===== src/rtl/core/clnorm_pkg.sv =====
// Package for the command line normalizer: character codes, parse mode codes,
// status codes, and the state and result types shared by the core and its step logic.
// No dependencies.
package clnorm_pkg;

   localparam logic [7:0] CH_HASH  = 8'h23;
   localparam logic [7:0] CH_NL    = 8'h0A;
   localparam logic [7:0] CH_QUOTE = 8'h22;
   localparam logic [7:0] CH_BSL   = 8'h5C;
   localparam logic [7:0] CH_SPACE = 8'h20;

   localparam logic [2:0] MODE_START = 3'd0;
   localparam logic [2:0] MODE_MAIN  = 3'd1;
   localparam logic [2:0] MODE_Q1    = 3'd2;
   localparam logic [2:0] MODE_Q2    = 3'd3;
   localparam logic [2:0] MODE_SQ    = 3'd4;
   localparam logic [2:0] MODE_TQ    = 3'd5;
   localparam logic [2:0] MODE_TQEND = 3'd6;
   localparam logic [2:0] MODE_SKIP  = 3'd7;

   localparam logic [1:0] STATUS_OK    = 2'd0;
   localparam logic [1:0] STATUS_EMPTY = 2'd1;
   localparam logic [1:0] STATUS_ERROR = 2'd2;

   typedef struct packed {
      logic [2:0] parse_mode;
      logic       first_byte_flag;
      logic       last_was_space;
      logic       last_was_backslash;
      logic       escape_pending;
   } parse_state_type;

   localparam parse_state_type LINE_START = '{
      parse_mode:         MODE_START,
      first_byte_flag:    1'b1,
      last_was_space:     1'b1,
      last_was_backslash: 1'b0,
      escape_pending:     1'b0
   };

   typedef struct packed {
      logic       valid;
      logic [7:0] out_byte;
      logic       end_mark;
      logic [1:0] status;
   } result_type;

endpackage


===== src/rtl/core/clnorm_step.sv =====
// Next-state and result logic for one input byte of the command line normalizer.
// Purely combinational; depends on clnorm_pkg.
module clnorm_step import clnorm_pkg::*; (
   input  parse_state_type cur_state,
   input  logic [7:0]      in_byte,
   output parse_state_type nxt_state,
   output result_type      result
);

   logic is_hash, is_nl, is_quote, is_bsl, is_space;

   assign is_hash  = (in_byte == CH_HASH);
   assign is_nl    = (in_byte == CH_NL);
   assign is_quote = (in_byte == CH_QUOTE);
   assign is_bsl   = (in_byte == CH_BSL);
   assign is_space = (in_byte == CH_SPACE);

   always_comb begin
      parse_state_type nxt;
      logic            emit;
      logic            fin;
      logic [1:0]      fin_status;
      logic            main_go;
      logic            str_go;
      logic            triple;
      logic            lsp_v;
      logic            lbs_v;
      logic            esc_v;

      nxt        = cur_state;
      emit       = 1'b0;
      fin        = 1'b0;
      fin_status = STATUS_OK;
      main_go    = 1'b0;
      str_go     = 1'b0;
      triple     = 1'b0;
      lsp_v      = cur_state.last_was_space;
      lbs_v      = cur_state.last_was_backslash;
      esc_v      = cur_state.escape_pending;

      case (cur_state.parse_mode)
         MODE_START: begin
            if (cur_state.first_byte_flag && (is_hash || is_nl)) begin
               fin        = 1'b1;
               fin_status = STATUS_EMPTY;
            end else begin
               nxt.first_byte_flag = 1'b0;
               if (!is_space) begin
                  nxt.parse_mode = MODE_MAIN;
                  lsp_v          = 1'b1;
                  main_go        = 1'b1;
               end
            end
         end
         MODE_MAIN: begin
            main_go = 1'b1;
         end
         MODE_Q1: begin
            if (is_quote) begin
               nxt.parse_mode = MODE_Q2;
            end else begin
               nxt.parse_mode = MODE_SQ;
               lbs_v          = 1'b0;
               esc_v          = 1'b0;
               str_go         = 1'b1;
            end
         end
         MODE_Q2: begin
            if (is_quote) begin
               nxt.parse_mode         = MODE_TQ;
               nxt.last_was_backslash = 1'b0;
               nxt.escape_pending     = 1'b0;
            end else begin
               fin        = 1'b1;
               fin_status = STATUS_ERROR;
            end
         end
         MODE_SQ: begin
            str_go = 1'b1;
         end
         MODE_TQ: begin
            str_go = 1'b1;
            triple = 1'b1;
         end
         MODE_TQEND: begin
            fin        = 1'b1;
            fin_status = is_quote ? STATUS_OK : STATUS_ERROR;
         end
         default: begin
            if (is_nl) begin
               nxt = LINE_START;
            end
         end
      endcase

      if (main_go) begin
         nxt.last_was_space = lsp_v;
         if (is_space) begin
            if (!lsp_v) begin
               nxt.last_was_space = 1'b1;
               emit               = 1'b1;
            end
         end else if (is_quote) begin
            nxt.parse_mode = MODE_Q1;
            emit           = 1'b1;
         end else if (is_hash || is_nl) begin
            fin        = 1'b1;
            fin_status = STATUS_OK;
         end else begin
            nxt.last_was_space = 1'b0;
            emit               = 1'b1;
         end
      end

      if (str_go) begin
         nxt.last_was_backslash = lbs_v;
         nxt.escape_pending     = esc_v;
         if (!esc_v && is_bsl) begin
            nxt.escape_pending     = 1'b1;
            nxt.last_was_backslash = 1'b1;
         end else begin
            nxt.escape_pending = 1'b0;
            if (is_quote) begin
               if (lbs_v) begin
                  nxt.last_was_backslash = 1'b0;
                  emit                   = 1'b1;
               end else if (triple) begin
                  nxt.parse_mode = MODE_TQEND;
               end else begin
                  fin        = 1'b1;
                  fin_status = STATUS_OK;
               end
            end else if (!triple && is_nl) begin
               fin        = 1'b1;
               fin_status = STATUS_ERROR;
            end else begin
               nxt.last_was_backslash = is_bsl;
               emit                   = 1'b1;
            end
         end
      end

      if (fin) begin
         nxt = LINE_START;
         if (!is_nl) begin
            nxt.parse_mode = MODE_SKIP;
         end
      end

      nxt_state       = nxt;
      result.valid    = emit || fin;
      result.out_byte = fin ? 8'h00 : in_byte;
      result.end_mark = fin;
      result.status   = fin ? fin_status : STATUS_OK;
   end

endmodule


===== src/rtl/core/command_line_normalizer_core.sv =====
// Top level of the command line normalizer: parse state registers, the result
// register and the stream handshakes. Depends on clnorm_pkg and clnorm_step.
//
//   Channel   Direction  Payload
//   req_      in         tdata[7:0] = in_byte
//   rsp_      out        tdata[7:0] = out_byte, tlast = end_mark, tuser[1:0] = status
//
// The result of each accepted byte is written to the result register as the byte is accepted, and a new
// byte is accepted every cycle while the result register is empty or being drained.
// The parse state and the result register are updated together from one level of step logic.
// Reset returns the parser to the start of a line and empties the result register.
// A stalled result holds req_tready low until the result transaction completes.
module command_line_normalizer_core import clnorm_pkg::*; (
   input  logic       clock,
   input  logic       reset,
   input  logic       req_tvalid,
   output logic       req_tready,
   input  logic [7:0] req_tdata,   // [7:0] in_byte
   output logic       rsp_tvalid,
   input  logic       rsp_tready,
   output logic [7:0] rsp_tdata,   // [7:0] out_byte
   output logic       rsp_tlast,
   output logic [1:0] rsp_tuser    // [1:0] status
);

   parse_state_type state_ff, state_in;
   parse_state_type step_state;
   result_type      step_result;
   logic            rsp_valid_ff, rsp_valid_in;
   logic [7:0]      rsp_byte_ff, rsp_byte_in;
   logic            rsp_last_ff, rsp_last_in;
   logic [1:0]      rsp_status_ff, rsp_status_in;
   logic            req_accept;

   clnorm_step u_step (
      .cur_state (state_ff),
      .in_byte   (req_tdata),
      .nxt_state (step_state),
      .result    (step_result)
   );

   assign req_tready = !rsp_valid_ff || rsp_tready;
   assign req_accept = req_tvalid && req_tready;

   always_comb begin
      state_in      = state_ff;
      rsp_valid_in  = rsp_valid_ff && !rsp_tready;
      rsp_byte_in   = rsp_byte_ff;
      rsp_last_in   = rsp_last_ff;
      rsp_status_in = rsp_status_ff;
      if (req_accept) begin
         state_in     = step_state;
         rsp_valid_in = step_result.valid;
         if (step_result.valid) begin
            rsp_byte_in   = step_result.out_byte;
            rsp_last_in   = step_result.end_mark;
            rsp_status_in = step_result.status;
         end
      end
   end

   always_ff @(posedge clock) begin
      if (reset) begin
         state_ff     <= LINE_START;
         rsp_valid_ff <= 1'b0;
      end else begin
         state_ff     <= state_in;
         rsp_valid_ff <= rsp_valid_in;
      end
   end

   always_ff @(posedge clock) begin
      rsp_byte_ff   <= rsp_byte_in;
      rsp_last_ff   <= rsp_last_in;
      rsp_status_ff <= rsp_status_in;
   end

   assign rsp_tvalid = rsp_valid_ff;
   assign rsp_tdata  = rsp_byte_ff;
   assign rsp_tlast  = rsp_last_ff;
   assign rsp_tuser  = rsp_status_ff;

   a_end_byte_zero: assert property (@(posedge clock) disable iff (reset)
      (rsp_tvalid && rsp_tlast) |-> (rsp_tdata == 8'h00))
      else $error("End marker carries a nonzero byte.");

   a_status_only_at_end: assert property (@(posedge clock) disable iff (reset)
      (rsp_tvalid && !rsp_tlast) |-> (rsp_tuser == STATUS_OK))
      else $error("Data byte carries a nonzero status.");

   a_status_legal: assert property (@(posedge clock) disable iff (reset)
      rsp_tvalid |-> (rsp_tuser == STATUS_OK || rsp_tuser == STATUS_EMPTY ||
                      rsp_tuser == STATUS_ERROR))
      else $error("Illegal status code.");

   a_end_restarts_line: assert property (@(posedge clock) disable iff (reset)
      (req_accept && step_result.end_mark) |=>
         (state_ff.first_byte_flag &&
          (state_ff.parse_mode == MODE_START || state_ff.parse_mode == MODE_SKIP)))
      else $error("Parser did not return to a new line after an end marker.");

   a_stall_blocks_input: assert property (@(posedge clock) disable iff (reset)
      (rsp_tvalid && !rsp_tready) |-> !req_tready)
      else $error("Input accepted while a result is stalled.");

endmodule

===== config.mk =====
export PLATFORM = sky130hd
export DESIGN_NAME = command_line_normalizer_core
export DESIGN_NICKNAME = d
export VERILOG_FILES = /design/src/rtl/core/clnorm_pkg.sv /design/src/rtl/core/clnorm_step.sv /design/src/rtl/core/command_line_normalizer_core.sv
export SDC_FILE = /design/constraint.sdc
export NUM_CORES = 1
export LEC_CHECK = 0
export BUFFER_PORTS_ARGS = -buffer_cell sky130_fd_sc_hd__buf_2
export CORE_MARGIN = 2
export CORE_UTILIZATION = 59
export CTS_CLUSTER_DIAMETER = 100
export DETAILED_ROUTE_END_ITERATION = 7
export PLACE_DENSITY = 0.84
export SYNTH_ARGS = -nofsm -noshare
export SYNTH_HDL_FRONTEND = slang
export SYNTH_SLANG_ARGS = --single-unit

===== constraint.sdc =====
create_clock -name clock -period 4.5 [get_ports clock]
set_clock_uncertainty 0.15 [all_clocks]
set_input_delay 0.225 -clock clock [delete_from_list [all_inputs] [get_ports clock]]
set_output_delay 0.225 -clock clock [all_outputs]
set_load 0.02 [all_outputs]

==> results.sh, run 1 <==
export IMPL_final_common_cell="buf_2"
export IMPL_yosysSeqAreaShare_pct=36.4
export IMPL_clkSinkCount=19
export IMPL_diodes=0
export IMPL_grt_use_total_pct=30.0
export IMPL_avgSynthCellArea_um2=8.43
export IMPL_ctsResizeCount=0
export IMPL_status="finished, final reports clean"
export IMPL_vias=1381
export IMPL_period_share_pct=70.9
export IMPL_crit_fanout=19
export IMPL_hold_buffers=0
export IMPL_antenna_left=0
export IMPL_nets=193
export IMPL_slowest_delay_ns=0.65
export IMPL_worst_slew_pin_slew_ns=0.807
export IMPL_clkLatencyLatePin_ns=0.29
export IMPL_yosys_top_cells_area="edfxtp_1, dfxtp_1, a21oi_1"
export IMPL_p_sw_mw=0.153
export IMPL_drive_gt1_share_pct=21.7
export IMPL_fp_row_count=17
export IMPL_critPathCaptureType="flip-flop"
export IMPL_hp_class="input port to flip-flop"
export IMPL_slew_viol_final=0
export IMPL_swShare_pct=34.9
export IMPL_syn_inst=160
export IMPL_ir_worst_vdd_mv=0.215
export IMPL_firstDrtPassIters=6
export IMPL_p_leak_nw=0.558
export IMPL_p_clk_share_pct=19.8
export IMPL_num_io_pins=25
export IMPL_fp_dieW_um=51.8
export IMPL_drc=0
export IMPL_globalRoute_totalOverflow=0
export IMPL_port_buffers=24
export IMPL_cp_top_family="simple AND/OR/NAND/NOR gates"
export IMPL_pwr_share_comb_pct=29.3
export IMPL_area_growth_pct=11.0
export IMPL_synth_top_area_share_pct=24.5
export IMPL_cts_inserted_buffers=3
export IMPL_core_area_um2=2190
export IMPL_grt_max_degree=20
export IMPL_synth_largest_area_cell="edfxtp_1"
export IMPL_critPathArrivalTime_ns=2.96
export IMPL_drt_vias_per_instance=6.64
export IMPL_wl_um=3480
export IMPL_dpl_hpwl_um=2700
export IMPL_timing_setup_tns_ns=0
export IMPL_cts_tree="built"
export IMPL_synth_cell_types=47
export IMPL_relSlewSlack_pct=46.0
export IMPL_clkTransAtPathRegs_ns=0.12
export IMPL_p_int_mw=0.286
export IMPL_fp_dieH_um=51.8
export IMPL_start_util_pct=61.6
export IMPL_power_density_nw_per_um2=293
export IMPL_crit_chain="or3_1, nor4_1, a211o_1, nor2_2, inv_2, a311oi_1, nor2_1"
export IMPL_power_total_mw=0.439
export IMPL_worst_ep_required_time_ns=4.27
export IMPL_synth_fp_nets=172
export IMPL_antenna_found_initial=0
export IMPL_final_cell_mix="buf_2, a21oi_1, nor2_1"
export IMPL_grt_first_pass_wirelength_um=5820
export IMPL_ctsRootBufferMaster="clkbuf_4"
export IMPL_htree_levels=1
export IMPL_gp_congestion=1.06
export IMPL_multi_input_area_um2=800
export IMPL_maxCapViolations=0
export IMPL_cts_setup_buffers=0
export IMPL_syn_area_um2=1350
export IMPL_cp_slowest_cell="nor2_1"
export IMPL_fillers=180
export IMPL_crit_type="flip-flop to flip-flop"
export IMPL_critical_path_buf_inv_count=1
export IMPL_regArea_um2=490
export IMPL_rsz0062_at_grt="false"
export IMPL_die_area_um2=2680
export IMPL_drtIter0Drc=80
export IMPL_hold_viol=0
export IMPL_synth_warnings=0
export IMPL_period_needed_ns=3.19
export IMPL_ys_ff_latch=19
export IMPL_seqPwrFrac_pct=51.0
export IMPL_worst_setup_path_start_kind="flip-flop"
export IMPL_routedWlPerCell_um=16.7
export IMPL_fmax_mhz=314
export IMPL_setup_violations=0
export IMPL_grt_pass1_vias=1223
export IMPL_cts_max_path_buffers=2
Yosys cell counts (all sizes together):
library cell  number
nand2b             5
nor3               4
and2               8
a32oi              1
o21ai              7
o31a               1
and3b              1
dfxtp              8
a211o              1
nor2              15
inv                7
a21o               2
or4                2
a221oi             3
clkbuf             6
edfxtp            11
nand4              2
a31o               1
a221o              2
o31ai              3
nor4               5
nand4b             1
a211oi             2
a41oi              2
xnor2              1
nand2             12
o211ai             3
o211a              1
nor3b              3
nand3              6
buf                2
a311oi             1
nor4b              1
a21oi             15
o221ai             1
o22ai              5
or3                2
o2111ai            1
or2                4
or3b               2
per-layer routing:
metal  up-vias  track usage [%]  wire length [um]
li1        654                -                 -
met5         -                0                 0
met3        19             5.46               351
met2        85             45.5              1550
met4         0             16.2               161
met1       623             40.4              1420
final cells by class:
| type | count | share of cell area (%) |
|---|---|---|
| well taps | 28 | 2.34 |
| flip-flops and latches | 19 | 32.7 |
| repair buffers | 24 | 8.02 |
| clock buffers | 4 | 1.75 |
| multi-input cells | 126 | 53.4 |
| inverters | 7 | 1.75 |
final timing paths:
kind / from / endpoint / slack (ns) / cells past startpoint
worst min register to register: state_ff[0] / state_ff[0] / 0.38 / 2
worst min-delay path: req_tvalid / rsp_tvalid / 0.03 / 3
worst max-delay path: state_ff[5] / rsp_tuser[0] / 1.31 / 7
worst max register to register: state_ff[5] / rsp_tuser[0] / 1.31 / 7
metrics by stage:
step | hold WS [ns] | util (%) | setup slack, ns | area (um2) | instances
finish | 0.0302 | 68.4 | 1.31 | 1500 | 208
global route | 0.0330 | 68.4 | 1.04 | 1500 | 208
CTS | 0.0364 | 68.4 | 1.37 | 1500 | 208
detailed placement | 0.349 | 67.2 | 1.27 | 1470 | 204
global placement | 0.334 | 67.2 | 1.35 | 1470 | 204
floorplan | 0.141 | - | 1.86 | 1350 | 160
power groups by stage:
stage               clock (mW)  sequential (mW)  combinational [mW]
floorplan                    0            0.231              0.0830
CTS                     0.0866            0.223               0.127
global route            0.0934            0.227               0.140
finish                  0.0866            0.224               0.128
detailed placement           0            0.227               0.126
global placement             0            0.226               0.125
flip-flops by register name (all words and copies together) (netlist names):
register,count
rsp_tdata,8
rsp_tlast,1
rsp_tuser,2
rsp_tvalid,1
state_ff,7
worst min-delay path: stages:
cell and delay (ns):
buf_2 0.11, nand2_1 0.05, o22ai_1 0.05
cell families (layout without fill, tap and decap cells):
group / after synthesis / after routing / synth area share, %
xor gates and xnor gates: 1 / 1 / 0.649
and+or+nand+nor: 73 / 73 / 32.1
buffers and inverters: 15 / 35 / 4.36
DFF: 19 / 19 / 36.4
AOI/OAI and AO/OA: 52 / 52 / 26.5
No activity file was read; power rests on OpenSTA's default activity.
==> inputs of run 2 (changes only) <==
--- a/config.mk
+++ b/config.mk
@@ -5,12 +5,13 @@
 export SDC_FILE = /design/constraint.sdc
 export NUM_CORES = 1
 export LEC_CHECK = 0
+export ABC_AREA = 1
 export BUFFER_PORTS_ARGS = -buffer_cell sky130_fd_sc_hd__buf_2
 export CORE_MARGIN = 2
-export CORE_UTILIZATION = 59
+export CORE_UTILIZATION = 54
 export CTS_CLUSTER_DIAMETER = 100
 export DETAILED_ROUTE_END_ITERATION = 7
-export PLACE_DENSITY = 0.84
+export PLACE_DENSITY = 0.78
 export SYNTH_ARGS = -nofsm -noshare
 export SYNTH_HDL_FRONTEND = slang
 export SYNTH_SLANG_ARGS = --single-unit
==> constraint.sdc (replaced) <==
create_clock -name clock -period 3 [get_ports clock]
set_clock_uncertainty 0.15 [all_clocks]
set_input_delay 0.15 -clock clock [delete_from_list [all_inputs] [get_ports clock]]
set_output_delay 0.15 -clock clock [all_outputs]
set_load 0.02 [all_outputs]
==> results.sh, run 2 <==
export IMPL_avgSynthCellArea_um2=6.95
export IMPL_synth_compound_area_share_pct=7.66
export IMPL_clkSinkCount=19
export IMPL_core_area_um2=2250
export IMPL_min_to="rsp_tdata[7]"
export IMPL_reg2regPathDepth=11
export IMPL_maxCapViolations=0
export IMPL_synth_xor_area_share_pct=0
export IMPL_r2r_slack_ns=0.46
export IMPL_synth_warnings=0
export IMPL_cts_tree="built"
export IMPL_period_needed_ns=2.54
export IMPL_gp_congestion=0.981
export IMPL_synth_top_area_share_pct=25.3
export IMPL_final_common_cell="nand2_1"
export IMPL_cts_max_path_buffers=2
export IMPL_status="finished, final reports clean"
export IMPL_hp_class="input port to flip-flop"
export IMPL_timing_setup_tns_ns=0
export IMPL_final_instance_count_excl_fill=245
export IMPL_synthMuxAreaShare_pct=0
export IMPL_grt_pass1_vias=1227
export IMPL_nets=230
export IMPL_synthArstFlopShare_pct=0
export IMPL_grt_use_total_pct=25.6
export IMPL_crit_type="flip-flop to flip-flop"
export IMPL_rsz0062_at_grt="false"
export IMPL_r2r_start="state_ff[4]"
export IMPL_drt_vias_per_instance=5.42
export IMPL_pwr_share_comb_pct=31.1
export IMPL_setup_violations=0
export IMPL_start_util_pct=57.9
export IMPL_yosys_top_cells_area="edfxtp_1, nand2_1, dfxtp_1"
export IMPL_ys_flop_type="edfxtp_1"
export IMPL_clkLatencyLatePin_ns=0.30
export IMPL_ctsRootBufferMaster="clkbuf_4"
export IMPL_diodes=0
export IMPL_worst_setup_path_start_kind="flip-flop"
export IMPL_antenna_found_initial=0
export IMPL_placedCellCount=239
export IMPL_hold_start="req_tdata[7]"
export IMPL_critPathCaptureType="flip-flop"
export IMPL_synth_commonest_cells="nand2_1, nor2_1, inv_1, nand3_1, edfxtp_1"
export IMPL_routedWlPerCell_um=12.6
export IMPL_worst_ep_required_time_ns=3.04
export IMPL_synth_largest_area_cell="edfxtp_1"
export IMPL_htree_levels=1
export IMPL_antenna_left=0
export IMPL_drive_gt1_share_pct=25.8
export IMPL_crit_fanout=16
export IMPL_fp_row_count=17
export IMPL_slowest_delay_ns=0.58
export IMPL_num_io_pins=25
export IMPL_critPathArrivalTime_ns=2.58
export IMPL_finalWorstSetupSlack_ns=0.463
export IMPL_place_ws_ns=0.747
export IMPL_crit_chain="inv_2, nand2_1, nor2_1, nand2_2, nand2_1, nand2_2, nand4_4, nand3_4, o21ai_1, a21oi_1, dlygate4sd3_1"
export IMPL_final_cell_mix="nand2_1, nor2_1, buf_2"
export IMPL_drtIter0Drc=72
export IMPL_yosysSeqAreaShare_pct=37.5
export IMPL_firstDrtPassIters=4
export IMPL_syn_area_um2=1310
export IMPL_timing_rr_end="rsp_tvalid"
export IMPL_design_area_um2=1500
export IMPL_drc=0
export IMPL_syn_inst=188
export IMPL_dpl_hpwl_um=2360
export IMPL_swShare_pct=35.2
export IMPL_wl_um=3080
export IMPL_p_int_mw=0.431
export IMPL_largest_reg_flops=8
export IMPL_fp_dieW_um=53.2
export IMPL_cts_inserted_buffers=3
export IMPL_p_clk_share_pct=19.5
export IMPL_seqPwrFrac_pct=49.4
export IMPL_fp_dieH_um=53.2
export IMPL_cp_slowest_cell="dlygate4sd3_1"
export IMPL_synth_cell_types=25
export IMPL_fmax_mhz=394
export IMPL_synth_fp_nets=200
export IMPL_yosys_area_share_simple_pct=46.2
export IMPL_port_buffers=24
export IMPL_area_growth_pct=14.7
export IMPL_globalRoute_totalOverflow=0
export IMPL_vias=1329
export IMPL_power_density_nw_per_um2=444
export IMPL_relSlewSlack_pct=72.0
export IMPL_p_leak_nw=0.726
export IMPL_die_area_um2=2830
export IMPL_synth_top_family_by_area="simple AND/OR/NAND/NOR gates"
export IMPL_clkTransAtPathRegs_ns=0.11
export IMPL_worstHoldPathCells=3
export IMPL_period_share_pct=84.6
export IMPL_synth_fa_ha_area_share_pct=0
export IMPL_hold_viol=0
export IMPL_grt_first_pass_wirelength_um=5180
export IMPL_p_sw_mw=0.234
export IMPL_dpl_cell_area_um2=1450
export IMPL_yosys_cell_count_top_type="nand2_1"
export IMPL_ys_ff_latch=19
export IMPL_worst_slew_pin_slew_ns=0.416
export IMPL_synth_edff_count=11
export IMPL_slew_viol_final=0
export IMPL_grt_max_degree=17
export IMPL_ir_worst_vdd_mv=0.247
run 2: cell families after synthesis:
family	Yosys count
simple gates	124
buf+inv	28
flops	19
compound gates	17
run 2: layout make-up:
type	instances	area [um2]
clock inverters	1	5.00
well taps	28	35.0
multi-input cells	141	703
inverters	27	101
clock buffers	3	22.5
repair buffers	26	140
fillers	224	757
flip-flops and latches	19	490
run 2: worst max-delay path by stage:
stage | startpoint | to | slack, ns
4_1_cts | state_ff[4] | rsp_tvalid | 0.55
2_1_floorplan | state_ff[6] | rsp_tdata[0] | 1.11
5_1_grt | state_ff[4] | rsp_tvalid | 0.23
6_report | state_ff[4] | rsp_tvalid | 0.46
3_3_place_gp | req_tdata[3] | rsp_tdata[6] | 0.83
3_5_place_dp | req_tdata[3] | rsp_tdata[4] | 0.75
run 2: timing repair:
action                                 4_1_cts  5_1_grt
buffers inserted                             0        0
hold buffers                                 2        0
resized for setup                            0        0
endpoints found under the hold margin        3        0
run 2: per-stage QoR:
| stage | power, mW | utilization, % | hold slack, ns |
|---|---|---|---|
| after floorplan | 0.481 | - | 0.0691 |
| after global placement | 0.527 | 64.3 | 0.245 |
| after detailed placement | 0.534 | 64.3 | 0.242 |
| after CTS | 0.665 | 66.4 | 0.0313 |
| after global routing | 0.708 | 66.4 | 0.0521 |
| final | 0.664 | 66.4 | 0.0369 |
run 2: routing by layer:
layer  up-vias  wire length (um)  global-route usage, %
li1        671                 -                      -
met1       592              1190                   29.0
met2        54              1610                   47.3
met3        12               214                   2.82
met4         0                71                   11.5
met5         -                 0                      0
run 2: power by group through the flow:
| stage | logic (mW) | registers [mW] | clock network, mW |
|---|---|---|---|
| 3_3_place_gp | 0.194 | 0.333 | 0 |
| 2_1_floorplan | 0.123 | 0.358 | 0 |
| 6_report | 0.207 | 0.328 | 0.130 |
| 4_1_cts | 0.204 | 0.328 | 0.133 |
| 5_1_grt | 0.231 | 0.332 | 0.144 |
| 3_5_place_dp | 0.200 | 0.334 | 0 |
run 2: worst max-delay path: cells and delay by family, from the launching register on:
kind / cells / cell delay, ns
simple gates: 7 / 0.86
buf+inv: 2 / 0.68
flops: 1 / 0.40
compound gates: 2 / 0.34
